**config.mk**
```make
export PLATFORM = sky130hd
export DESIGN_NAME = scalar_kalman_filter
export DESIGN_NICKNAME = d
export VERILOG_FILES = /design/src/hdl/skf_pkg.sv /design/src/hdl/scalar_kalman_filter.sv /design/src/hdl/skf_ctrl.sv /design/src/hdl/skf_dp.sv
export SDC_FILE = /design/constraint.sdc
export NUM_CORES = 2
export LEC_CHECK = 0
export CAP_MARGIN = 10
export CORE_MARGIN = 10
export CORE_UTILIZATION = 61
export CTS_CLUSTER_DIAMETER = 30
export DETAILED_ROUTE_END_ITERATION = 16
export DONT_BUFFER_PORTS = 1
export PLACE_DENSITY_LB_ADDON = 0.1
export SETUP_SLACK_MARGIN = 0.5
export SLEW_MARGIN = 25
export SYNTH_ARGS = -nofsm -noshare
export SYNTH_HDL_FRONTEND = slang
export SYNTH_SLANG_ARGS = --single-unit
```
**constraint.sdc**
```tcl
create_clock -name i_clk -period 8.7 [get_ports i_clk]
set_input_delay 0.87 -clock i_clk [delete_from_list [all_inputs] [get_ports i_clk]]
set_output_delay 0.87 -clock i_clk [all_outputs]
set_load 0.02 [all_outputs]
```
**src/hdl/skf_pkg.sv**
```systemverilog
`timescale 1ns / 1ps
// ============================================================================
// skf_pkg
// Shared types and constants for the scalar Kalman filter: fixed-point
// format, configuration register indexes, controller states and the
// command/status bundles between controller and datapath.
// ============================================================================
package skf_pkg;

    localparam int FRAC_BITS = 16;                 // Q16.16 fraction bits
    localparam int DATA_W    = 32;                 // measurement, estimate, variances
    localparam int GAIN_W    = 16;                 // unsigned 0.16 gain
    localparam int DIV_STEPS = 16;                 // fraction bits of the gain quotient
    localparam int CNT_W     = $clog2(DIV_STEPS);
    localparam int CFG_IDX_W = 2;

    localparam logic [GAIN_W:0]   ONE_Q16  = 17'h1_0000;
    localparam logic [GAIN_W-1:0] GAIN_MAX = 16'hFFFF;

    // reset values of the variance registers
    localparam logic [DATA_W-1:0] INIT_VAR_RST = 32'd65536;
    localparam logic [DATA_W-1:0] MEAS_VAR_RST = 32'd65536;
    localparam logic [DATA_W-1:0] PROC_VAR_RST = 32'd655;

    typedef logic [CFG_IDX_W-1:0] t_cfg_idx;

    localparam t_cfg_idx CFG_INIT_VAR = 2'd0;
    localparam t_cfg_idx CFG_MEAS_VAR = 2'd1;
    localparam t_cfg_idx CFG_PROC_VAR = 2'd2;

    typedef enum logic [2:0] {
        ST_IDLE,
        ST_DIV_INIT,
        ST_DIV,
        ST_MUL_P,
        ST_MUL_E,
        ST_WRITE
    } t_skf_state;

    typedef struct packed {
        logic load;      // capture measurement, form P + R
        logic div_init;  // integer quotient bit, first remainder
        logic div_step;  // one fraction bit of the gain
        logic mul_p;     // (1 - gain) * P
        logic mul_e;     // gain * (z - est)
        logic write;     // commit estimate and variance, load output
    } t_skf_cmd;

    typedef struct packed {
        logic div_last;  // current divider step is the last one
    } t_skf_status;

endpackage

```
**src/hdl/scalar_kalman_filter.sv**
```systemverilog
`timescale 1ns / 1ps
// ============================================================================
// scalar_kalman_filter
// One-dimensional Kalman filter on signed Q16.16 measurements.
// ============================================================================
// Usage:
//   Input channel : i_valid / i_measurement, stalled by o_stall. A transaction
//                   completes on a clock edge with i_valid high, o_stall low.
//   Output channel: o_valid / o_estimate, stalled by i_stall. One estimate
//                   per measurement, in order.
//   Config port   : i_cfg_we / i_cfg_idx / i_cfg_data, one write per edge.
//                   0 = initial variance P0 (also reloads P, clears estimate),
//                   1 = measurement variance R, 2 = process variance Q.
//                   Index 3 is ignored. Write only while the block is idle.
//   Pacing        : a new measurement is taken only after the previous one
//                   has been committed. The pace is set by the restoring
//                   divider for the gain (one quotient bit per cycle,
//                   17 bits) and the two sequential multiplies.
//   Reset         : synchronous, active low; estimate 0, P = 1.0, R = 1.0,
//                   Q = 655/65536. No output pending.
//   Stall         : a new measurement is taken while a result waits; the
//                   commit step holds until the output register is free.
// ============================================================================
module scalar_kalman_filter (
    input  logic                               i_clk,
    input  logic                               i_rst_n,
    // measurement transaction
    input  logic                               i_valid,
    input  logic signed [skf_pkg::DATA_W-1:0]  i_measurement,
    output logic                               o_stall,
    // estimate transaction
    output logic                               o_valid,
    output logic signed [skf_pkg::DATA_W-1:0]  o_estimate,
    input  logic                               i_stall,
    // configuration writes
    input  logic                               i_cfg_we,
    input  skf_pkg::t_cfg_idx                  i_cfg_idx,
    input  logic        [skf_pkg::DATA_W-1:0]  i_cfg_data
);
    import skf_pkg::*;

    t_skf_cmd    w_cmd;
    t_skf_status w_status;

    // sequencer: IDLE -> DIV_INIT -> DIV x16 -> MUL_P -> MUL_E -> WRITE
    skf_ctrl u_ctrl (
        .i_clk    (i_clk),
        .i_rst_n  (i_rst_n),
        .i_valid  (i_valid),
        .o_stall  (o_stall),
        .o_valid  (o_valid),
        .i_stall  (i_stall),
        .i_status (w_status),
        .o_cmd    (w_cmd)
    );

    // arithmetic and filter state
    skf_dp u_dp (
        .i_clk         (i_clk),
        .i_rst_n       (i_rst_n),
        .i_cmd         (w_cmd),
        .o_status      (w_status),
        .i_cfg_we      (i_cfg_we),
        .i_cfg_idx     (i_cfg_idx),
        .i_cfg_data    (i_cfg_data),
        .i_measurement (i_measurement),
        .o_estimate    (o_estimate)
    );

endmodule

```
**src/hdl/skf_ctrl.sv**
```systemverilog
`timescale 1ns / 1ps
// ============================================================================
// skf_ctrl
// Sequencer for one filter update: accept, divide, two multiplies, commit.
// Owns the input stall and the output valid flag.
// ============================================================================
module skf_ctrl (
    input  logic                 i_clk,
    input  logic                 i_rst_n,
    input  logic                 i_valid,
    output logic                 o_stall,
    output logic                 o_valid,
    input  logic                 i_stall,
    input  skf_pkg::t_skf_status i_status,
    output skf_pkg::t_skf_cmd    o_cmd
);
    import skf_pkg::*;

    t_skf_state r_state, n_state;
    logic       r_o_valid, n_o_valid;
    logic       w_out_free;

    // output slot can take a new result this cycle
    assign w_out_free = !r_o_valid || !i_stall;

    always_comb begin
        n_state = r_state;
        case (r_state)
            ST_IDLE:     if (i_valid) n_state = ST_DIV_INIT;
            ST_DIV_INIT: n_state = ST_DIV;
            ST_DIV:      if (i_status.div_last) n_state = ST_MUL_P;
            ST_MUL_P:    n_state = ST_MUL_E;
            ST_MUL_E:    n_state = ST_WRITE;
            ST_WRITE:    if (w_out_free) n_state = ST_IDLE;
            default:     n_state = ST_IDLE;
        endcase
    end

    always_comb begin
        o_cmd   = '0;
        o_stall = 1'b1;
        case (r_state)
            ST_IDLE: begin
                o_stall    = 1'b0;
                o_cmd.load = i_valid;
            end
            ST_DIV_INIT: o_cmd.div_init = 1'b1;
            ST_DIV:      o_cmd.div_step = 1'b1;
            ST_MUL_P:    o_cmd.mul_p    = 1'b1;
            ST_MUL_E:    o_cmd.mul_e    = 1'b1;
            ST_WRITE:    o_cmd.write    = w_out_free;
            default:     o_cmd          = '0;
        endcase
    end

    always_comb begin
        n_o_valid = r_o_valid && i_stall;
        if (o_cmd.write) n_o_valid = 1'b1;
    end

    always_ff @(posedge i_clk) begin
        if (!i_rst_n) begin
            r_state   <= ST_IDLE;
            r_o_valid <= 1'b0;
        end else begin
            r_state   <= n_state;
            r_o_valid <= n_o_valid;
        end
    end

    assign o_valid = r_o_valid;

    // a waiting result is never overwritten
    a_hold_write: assert property (@(posedge i_clk) disable iff (!i_rst_n)
        (r_state == ST_WRITE && r_o_valid && i_stall) |=> (r_state == ST_WRITE))
        else $error("skf_ctrl: left WRITE while result still pending");

    a_write_valid: assert property (@(posedge i_clk) disable iff (!i_rst_n)
        o_cmd.write |=> r_o_valid)
        else $error("skf_ctrl: commit did not raise output valid");

    a_div_exit: assert property (@(posedge i_clk) disable iff (!i_rst_n)
        (r_state == ST_DIV && i_status.div_last) |=> (r_state == ST_MUL_P))
        else $error("skf_ctrl: divider did not hand over to multiply");

    a_cmd_onehot: assert property (@(posedge i_clk) disable iff (!i_rst_n)
        $onehot0(o_cmd))
        else $error("skf_ctrl: more than one datapath command");

endmodule

```
**src/hdl/skf_dp.sv**
```systemverilog
`timescale 1ns / 1ps
// ============================================================================
// skf_dp
// Filter datapath: variance registers, state, restoring gain divider,
// multipliers and the commit adders, the one for the variance with saturation.
// ============================================================================
module skf_dp (
    input  logic                                   i_clk,
    input  logic                                   i_rst_n,
    input  skf_pkg::t_skf_cmd                      i_cmd,
    output skf_pkg::t_skf_status                   o_status,
    input  logic                                   i_cfg_we,
    input  skf_pkg::t_cfg_idx                      i_cfg_idx,
    input  logic        [skf_pkg::DATA_W-1:0]      i_cfg_data,
    input  logic signed [skf_pkg::DATA_W-1:0]      i_measurement,
    output logic signed [skf_pkg::DATA_W-1:0]      o_estimate
);
    import skf_pkg::*;

    // variances and state
    logic        [DATA_W-1:0]   r_meas_var;
    logic        [DATA_W-1:0]   r_proc_var;
    logic        [DATA_W-1:0]   r_p;
    logic signed [DATA_W-1:0]   r_est;

    // per-item working registers
    logic signed [DATA_W-1:0]   r_z;
    logic        [DATA_W:0]     r_den;
    logic        [DATA_W:0]     r_rem;
    logic        [GAIN_W:0]     r_quo;
    logic        [CNT_W-1:0]    r_cnt;
    logic        [GAIN_W+DATA_W:0]   r_np_prod;
    logic signed [GAIN_W+DATA_W+1:0] r_corr_prod;
    logic signed [DATA_W-1:0]   r_o_estimate;

    logic        [DATA_W:0]     w_p_ext;
    logic                       w_q_int;
    logic        [DATA_W:0]     w_rem0;
    logic        [DATA_W+1:0]   w_rem2;
    logic        [DATA_W+1:0]   w_rem_sub;
    logic                       w_ge;
    logic        [GAIN_W-1:0]   w_gain;
    logic        [GAIN_W:0]     w_one_minus;
    logic signed [GAIN_W:0]     w_gain_s;
    logic signed [DATA_W:0]     w_diff;
    logic signed [GAIN_W+DATA_W+1:0] w_corr;
    logic        [DATA_W-1:0]   w_np;
    logic        [DATA_W:0]     w_p_sum;
    logic        [DATA_W-1:0]   w_p_new;
    logic signed [DATA_W-1:0]   w_est_new;

    assign w_p_ext = {1'b0, r_p};

    // integer bit of P/(P+R): set only when R is zero
    assign w_q_int = (w_p_ext >= r_den);
    assign w_rem0  = w_p_ext - (w_q_int ? r_den : '0);

    // one restoring step per cycle
    assign w_rem2    = {r_rem, 1'b0};
    assign w_rem_sub = w_rem2 - {1'b0, r_den};
    assign w_ge      = (w_rem2 >= {1'b0, r_den});

    // zero denominator gives zero gain; quotient of exactly 1.0 saturates
    always_comb begin
        if (r_den == '0) begin
            w_gain = '0;
        end else if (r_quo[GAIN_W]) begin
            w_gain = GAIN_MAX;
        end else begin
            w_gain = r_quo[GAIN_W-1:0];
        end
    end

    assign w_one_minus = ONE_Q16 - {1'b0, w_gain};
    assign w_gain_s    = signed'({1'b0, w_gain});
    assign w_diff      = {r_z[DATA_W-1], r_z} - {r_est[DATA_W-1], r_est};

    // arithmetic shift is floor toward minus infinity
    assign w_corr    = r_corr_prod >>> FRAC_BITS;
    assign w_est_new = r_est + signed'(w_corr[DATA_W-1:0]);

    assign w_np    = r_np_prod[FRAC_BITS+DATA_W-1:FRAC_BITS];
    assign w_p_sum = {1'b0, w_np} + {1'b0, r_proc_var};
    assign w_p_new = w_p_sum[DATA_W] ? '1 : w_p_sum[DATA_W-1:0];

    always_ff @(posedge i_clk) begin
        if (!i_rst_n) begin
            r_meas_var <= MEAS_VAR_RST;
            r_proc_var <= PROC_VAR_RST;
            r_p        <= INIT_VAR_RST;
            r_est      <= '0;
        end else begin
            if (i_cmd.write) begin
                r_p   <= w_p_new;
                r_est <= w_est_new;
            end
            // initial variance is only ever needed at the moment it is written
            if (i_cfg_we) begin
                case (i_cfg_idx)
                    CFG_INIT_VAR: begin
                        r_p   <= i_cfg_data;
                        r_est <= '0;
                    end
                    CFG_MEAS_VAR: r_meas_var <= i_cfg_data;
                    CFG_PROC_VAR: r_proc_var <= i_cfg_data;
                    default: ;
                endcase
            end
        end
    end

    always_ff @(posedge i_clk) begin
        if (!i_rst_n) begin
            r_cnt <= '0;
        end else if (i_cmd.div_init) begin
            r_cnt <= '0;
        end else if (i_cmd.div_step) begin
            r_cnt <= r_cnt + 1'b1;
        end
    end

    always_ff @(posedge i_clk) begin
        if (i_cmd.load) begin
            r_z   <= i_measurement;
            r_den <= w_p_ext + {1'b0, r_meas_var};
        end
        if (i_cmd.div_init) begin
            r_rem <= w_rem0;
            r_quo <= {w_q_int, {GAIN_W{1'b0}}};
        end
        if (i_cmd.div_step) begin
            r_rem <= w_ge ? w_rem_sub[DATA_W:0] : w_rem2[DATA_W:0];
            r_quo <= {r_quo[GAIN_W], r_quo[GAIN_W-2:0], w_ge};
        end
        if (i_cmd.mul_p) begin
            r_np_prod <= w_one_minus * r_p;
        end
        if (i_cmd.mul_e) begin
            r_corr_prod <= w_gain_s * w_diff;
        end
        if (i_cmd.write) begin
            r_o_estimate <= w_est_new;
        end
    end

    assign o_status.div_last = (r_cnt == CNT_W'(DIV_STEPS - 1));
    assign o_estimate        = r_o_estimate;

endmodule

```
; Yosys cells after proc, flatten, opt, wreduce, memory -nomap -nowiden
; Cells that the tools add are included.
[word_totals]
out_inout_bits = 34
word_cells = 80
inputBits = 71
reg_bits = 379
[op_classes]
magnitude_cmp = 2
mux = 27
eq_ne = 11
n_reduce_logical = 13
n_bitwise = 2
multipliers = 2
add_sub_neg = 8
[ops]
columns = operator, count
row1 = $mux W32, 7
row2 = $mux W33, 4
row3 = $add A32 B32 Y33, 2
row4 = $mux W16, 4
row5 = $mul A17 B32 Y48, 1
row6 = $mul A17 B33 Y48, 1
row7 = $ge A34 B33 Y1, 1
row8 = $ge A32 B33 Y1, 1
row9 = $logic_not A33 Y1, 1
row10 = $sub A32 B32 Y33, 1
row11 = $sub A32 B33 Y33, 1
row12 = $sub A33 B33 Y33, 1
row13 = $add A32 B32 Y32, 1
row14 = $pmux W3 S6, 1
row15 = $sub A17 B16 Y17 const A, 1
row16 = $mux W3, 3
row17 = $mux W1, 8
row18 = $eq A3 B2 Y1 const B, 2
row19 = $eq A3 B3 Y1 const B, 2
row20 = $reduce_and A2 Y1, 3
row21 = $add A4 B1 Y4 const B, 1
row22 = $eq A4 B4 Y1 const B, 1
row23 = $ne A2 B1 Y1 const B, 2
row24 = $eq A3 B1 Y1 const B, 1
row25 = 12 further kinds, 14

; Logic depth before layout (Yosys ltp)
[logic_depth]
word_depth = 6
mapped_depth = 37
mapped_depth_nobuf = 36

; Cells and area by module
; Synthesis repeated with hierarchy kept, for this count alone.
[unflattened]
hier_cells = 6579
area_unflattened_um2 = 57954.3
[modules_own_cells]
columns = module, instances, seq_area_each_um2, cells_each, area_per_inst_um2
row1 = skf_dp, 1, 8978.6, 6554, 57737.9
row2 = skf_ctrl, 1, 80.1, 25, 216.5

; Least setup slack after synthesis
; OpenSTA, ideal clock, no wires.
[synth_timing]
kind = reg2reg
start = register u_dp.r_den[0]
end = register u_dp.r_np_prod[47] (data pin)
synth_period_minus_slack_ns = 8.702
t_arrival_ns = 8.444
t_required_ns = 8.442
setup_time_ns = 0.258
setup_slack_ns = -0.002
path_stages_with_launch = 34
path_buffers = 2
path_cell_list = edfxtp_1 > nor4_1 > nand4_1 > nor4_4 > clkbuf_1 > nor2_1 > inv_1 > ha_1 > o21ai_1 > nor3_4 > o21ai_2 > xnor2_2 > clkbuf_1 > nand2_1 > fa_1 > inv_1 > fa_1 > fa_1 > fa_1 > fa_1 > inv_1 > fa_1 > inv_1 > ha_1 > a21o_1 > a21o_1 > a21oi_1 > o211a_1 > and3_1 > a21oi_1 > a41o_1 > o41ai_1 > o21ba_2 > xnor2_1
[synth_via]
elab_chain_len = 4
[synth_rtl]
columns = element, line
row1 = from (decl), skf_dp.sv:28  ; logic [DATA_W:0] r_den;
row2 = from (signal assigned), skf_dp.sv:125  ; r_den <= w_p_ext + {1'b0, r_meas_var};
row3 = $logic_not A33 Y1, skf_dp.sv:65  ; if (r_den == '0) begin
row4 = $mux W16, skf_dp.sv:65
row5 = $sub A17 B16 Y17, skf_dp.sv:74  ; assign w_one_minus = ONE_Q16 - {1'b0, w_gain};
row6 = $mul A17 B32 Y48, skf_dp.sv:136  ; r_np_prod <= w_one_minus * r_p;
row7 = to (signal assigned), skf_dp.sv:136
row8 = to (decl), skf_dp.sv:32  ; logic [GAIN_W+DATA_W:0] r_np_prod;
; Every way passes these cells.
; A chain may end at the register's enable or synchronous reset.

; Worst setup path after layout
[layout_timing]
start = register u_dp.r_den[28]
end = register u_dp.r_np_prod[47] (data pin)
; Same word-level chain as after synthesis.

==> flow_summary.yaml <==
setup_path:
  critPathKind: "reg2reg"
  cp_slowest_cell: "fa_1"
  cp.arrival_ns: 9.06
  critPathMaxStageDelay_ns: 0.55
  crit_buf_inv: 4
  path_max_fanout: 8
  cp-start-kind: "register"
  cp_top_family: "adder cells"
  end_kind: "register"
  cp.depth: 32
  crit_required_ns: 9.13
  ff2ff_path_depth: 32
  crit_top_cell: "fa_1"
global_routing:
  gr-usage-all-layers: 0.319
  grt-ovfl-total: 0
  grt_max_degree: 96
  grt_pass1_wl_um: 269000
  grt_busiest_layer: "met2"
  grtUsageMet3: 0.0682
  grt_util_met1: 0.433
  grt_antenna_before_repair: 5
  grtUsageMet2: 0.500
  grt_pass1_vias: 48963
timing:
  final-setup-viol-count: 0
  rsz0062_at_grt: "true"
  finalHoldViolCount: 0
  fmax_mhz: 116
  worst_pin_slew_ns: 1.17
  relSlewSlack: 0.221
  fin_setup_tns_ns: 0
  slew_violations: 0
  fin_worst_skew_ns: 0.0785
  post-route-min-period_ns: 8.64
  post-route-period-util: 0.993
floorplanning:
  initial_core_util: 0.617
  die_h_um: 325
  rows: 111
  die_x_um: 325
  core-area_sq_um: 91900
  dieArea_sq_um: 106000
  io_pins: 105
synth:
  synth_commonest_cells: "inv_1 (1221), nand2_1 (1090), fa_1 (941)"
  synth-xor-area-share: 0.0406
  synth-simple-area-share: 0.156
  synthMuxAreaShare: 0.00176
  dominantRegCellSynth: "edfxtp_1"
  yosysMostFrequentCell: "inv_1"
  synth_warnings: 0
  netlist_top_cells_area: "fa_1 (33%), edfxtp_1 (11%), ha_1 (10%), inv_1 (8.1%), nand2_1 (7.2%)"
  yosysTopAreaCell: "fa_1"
  postSynthCellCount: 6445
  synth_fp_nets: 7912
  synth.distinct_cells: 85
  synth_top_family_by_area: "adder cells"
  synth_top_area_frac: 0.332
  async_reset_ff_frac: 0
  ys_ff_latch: 347
  seq_area_frac_synth: 0.160
  synthesis.area_sq_um: 56800
  synth_fa_ha_area_frac: 0.432
  synth_edf_count: 211
  avgSynthCellArea_sq_um: 8.81
  synth_compound_area_frac: 0.111
cts:
  clk_pin_slew_worst_paths_ns: 0.05
  h-tree-depth: 3
  tritoncts: "done"
  numClockSinks: 347
  cts.root.buffer_cell: "clkbuf_16"
  cts.path.max_buffers: 3
  numCtsBuffers: 92
  clock_latency_ns: 0.70
placement:
  place_inst: 7870
  port_buffers: 0
  dpl-instance-area_sq_um: 61200
  place_congestion: 0.921
  place_hpwl_um: 131000
routing:
  drc: 0
  avgRoutedWirePerCell_um: 20.8
  routed_wl_um: 169000
  vias: 47330
  viasPerCell: 5.82
  final_antenna_net_count: 0
  first_pass_iters: 6
  drtIter0Drc: 3920
worst_hold_path:
  hold_class: "in2reg"
  holdPathStages: 2
run:
  maxCapViolCount: 0
run_status:
  outcome: "finished clean"
finish:
  final_core_util: 0.728
  final_area_sq_um: 67000
  n_fill_cell: 6916
  fin_nets: 8280
  layout-drive-gt1-share: 0.146
  fin_cells: 8139
  syn2layout_area_growth_pct: 18.0
==> cell families after synthesis <==
family / after synthesis
AO/OA/AOI/OAI: 945
multiplexers: 10
adder cells (fa/ha/maj): 1396
flip-flops: 347
XOR/XNOR: 262
buffers and inverters: 1493
AND/OR/NAND/NOR: 1992
==> per-stage QoR <==
stage / worst slack [ns] / hold WS (ns)
final: 0.0640 / 0.280
after global routing: -0.241 / 0.269
after CTS: 0.144 / 0.249
after detailed placement: -0.419 / 0.461
after global placement: -0.336 / 0.455
after floorplan: 0.508 / 0.445
==> worst register-to-register path, delay by kind of cell (launching register included) <==
| family | cells | cell delay (ns) |
|---|---|---|
| AOI/OAI and AO/OA | 9 | 1.65 |
| xor gates and xnor gates | 2 | 0.26 |
| adders and majority gates | 8 | 3.53 |
| buffers and inverters | 4 | 0.68 |
| DFF | 1 | 0.41 |
| and+or+nand+nor | 9 | 1.84 |
==> worst paths after layout <==
check / startpoint / endpoint / slack (ns)
worst max-delay path: u_dp.r_den[28] / u_dp.r_np_prod[47] / 0.06
worst min register to register: u_dp.r_meas_var[12] / u_dp.r_meas_var[12] / 0.46
worst min-delay path: i_cfg_data[15] / u_dp.r_p[15] / 0.28
worst max register to register: u_dp.r_den[28] / u_dp.r_np_prod[47] / 0.06
==> cell type report <==
cell class | count | area [sq um] | area share
Clock buffer | 117 | 2550 | 0.0381
Clock inverter | 57 | 762 | 0.0114
Antenna cell | 3 | 7.51 | 0.000112
Inverter | 1223 | 4590 | 0.0686
Multi-Input combinational cell | 4605 | 43800 | 0.654
Sequential cell | 347 | 9060 | 0.135
Tap cell | 1243 | 1560 | 0.0232
Timing Repair Buffer | 544 | 4620 | 0.0689
==> metal layers <==
metal  up-vias  routed length [um]
met1     23593               67600
li1      21089                   -
met5         -                  54
met4         8                7260
met3       462               17100
met2      2178               77200
==> sequential cells by signal, indices dropped and copies added (netlist names) <==
name,count
u_ctrl.o_valid,1
u_ctrl.r_state,3
u_dp.o_estimate,32
u_dp.r_cnt,4
u_dp.r_corr_prod,32
u_dp.r_den,33
u_dp.r_est,32
u_dp.r_meas_var,32
u_dp.r_np_prod,32
u_dp.r_p,32
u_dp.r_proc_var,32
u_dp.r_quo,17
u_dp.r_rem,33
u_dp.r_z,32
==> cells in the final DEF, fill, tap and decap left out, types with 33 or more instances in the layout <==
cell and n:
a21o_1 130, a21oi_1 232, a21boi_0 81, nor2_1 296
nand2b_1 33, fa_1 924, nor2b_1 36, xor2_1 81
buf_6 67, o21a_1 50, ha_1 430, clkbuf_16 96
dfxtp_1 136, nand3_1 55, edfxtp_1 211, o21ai_0 112
nand2_1 1072, nor3_1 54, a211oi_1 34, inv_1 1205
and2_1 227, xnor2_1 144, buf_4 450, nand4_1 35
==> repair_timing <==
action | CTS | global route
pin swaps | 146 | 135
buffers inserted | 50 | 37
endpoints found under the hold margin | 0 | 0
hold buffers | 0 | 0
resized for setup | 183 | 182
cloned | 1 | 3
endpoints found under the setup margin | 51 | 60
Power is not shown: default switching activity piles up to over one toggle a cycle in this logic, so the estimate is an artifact.
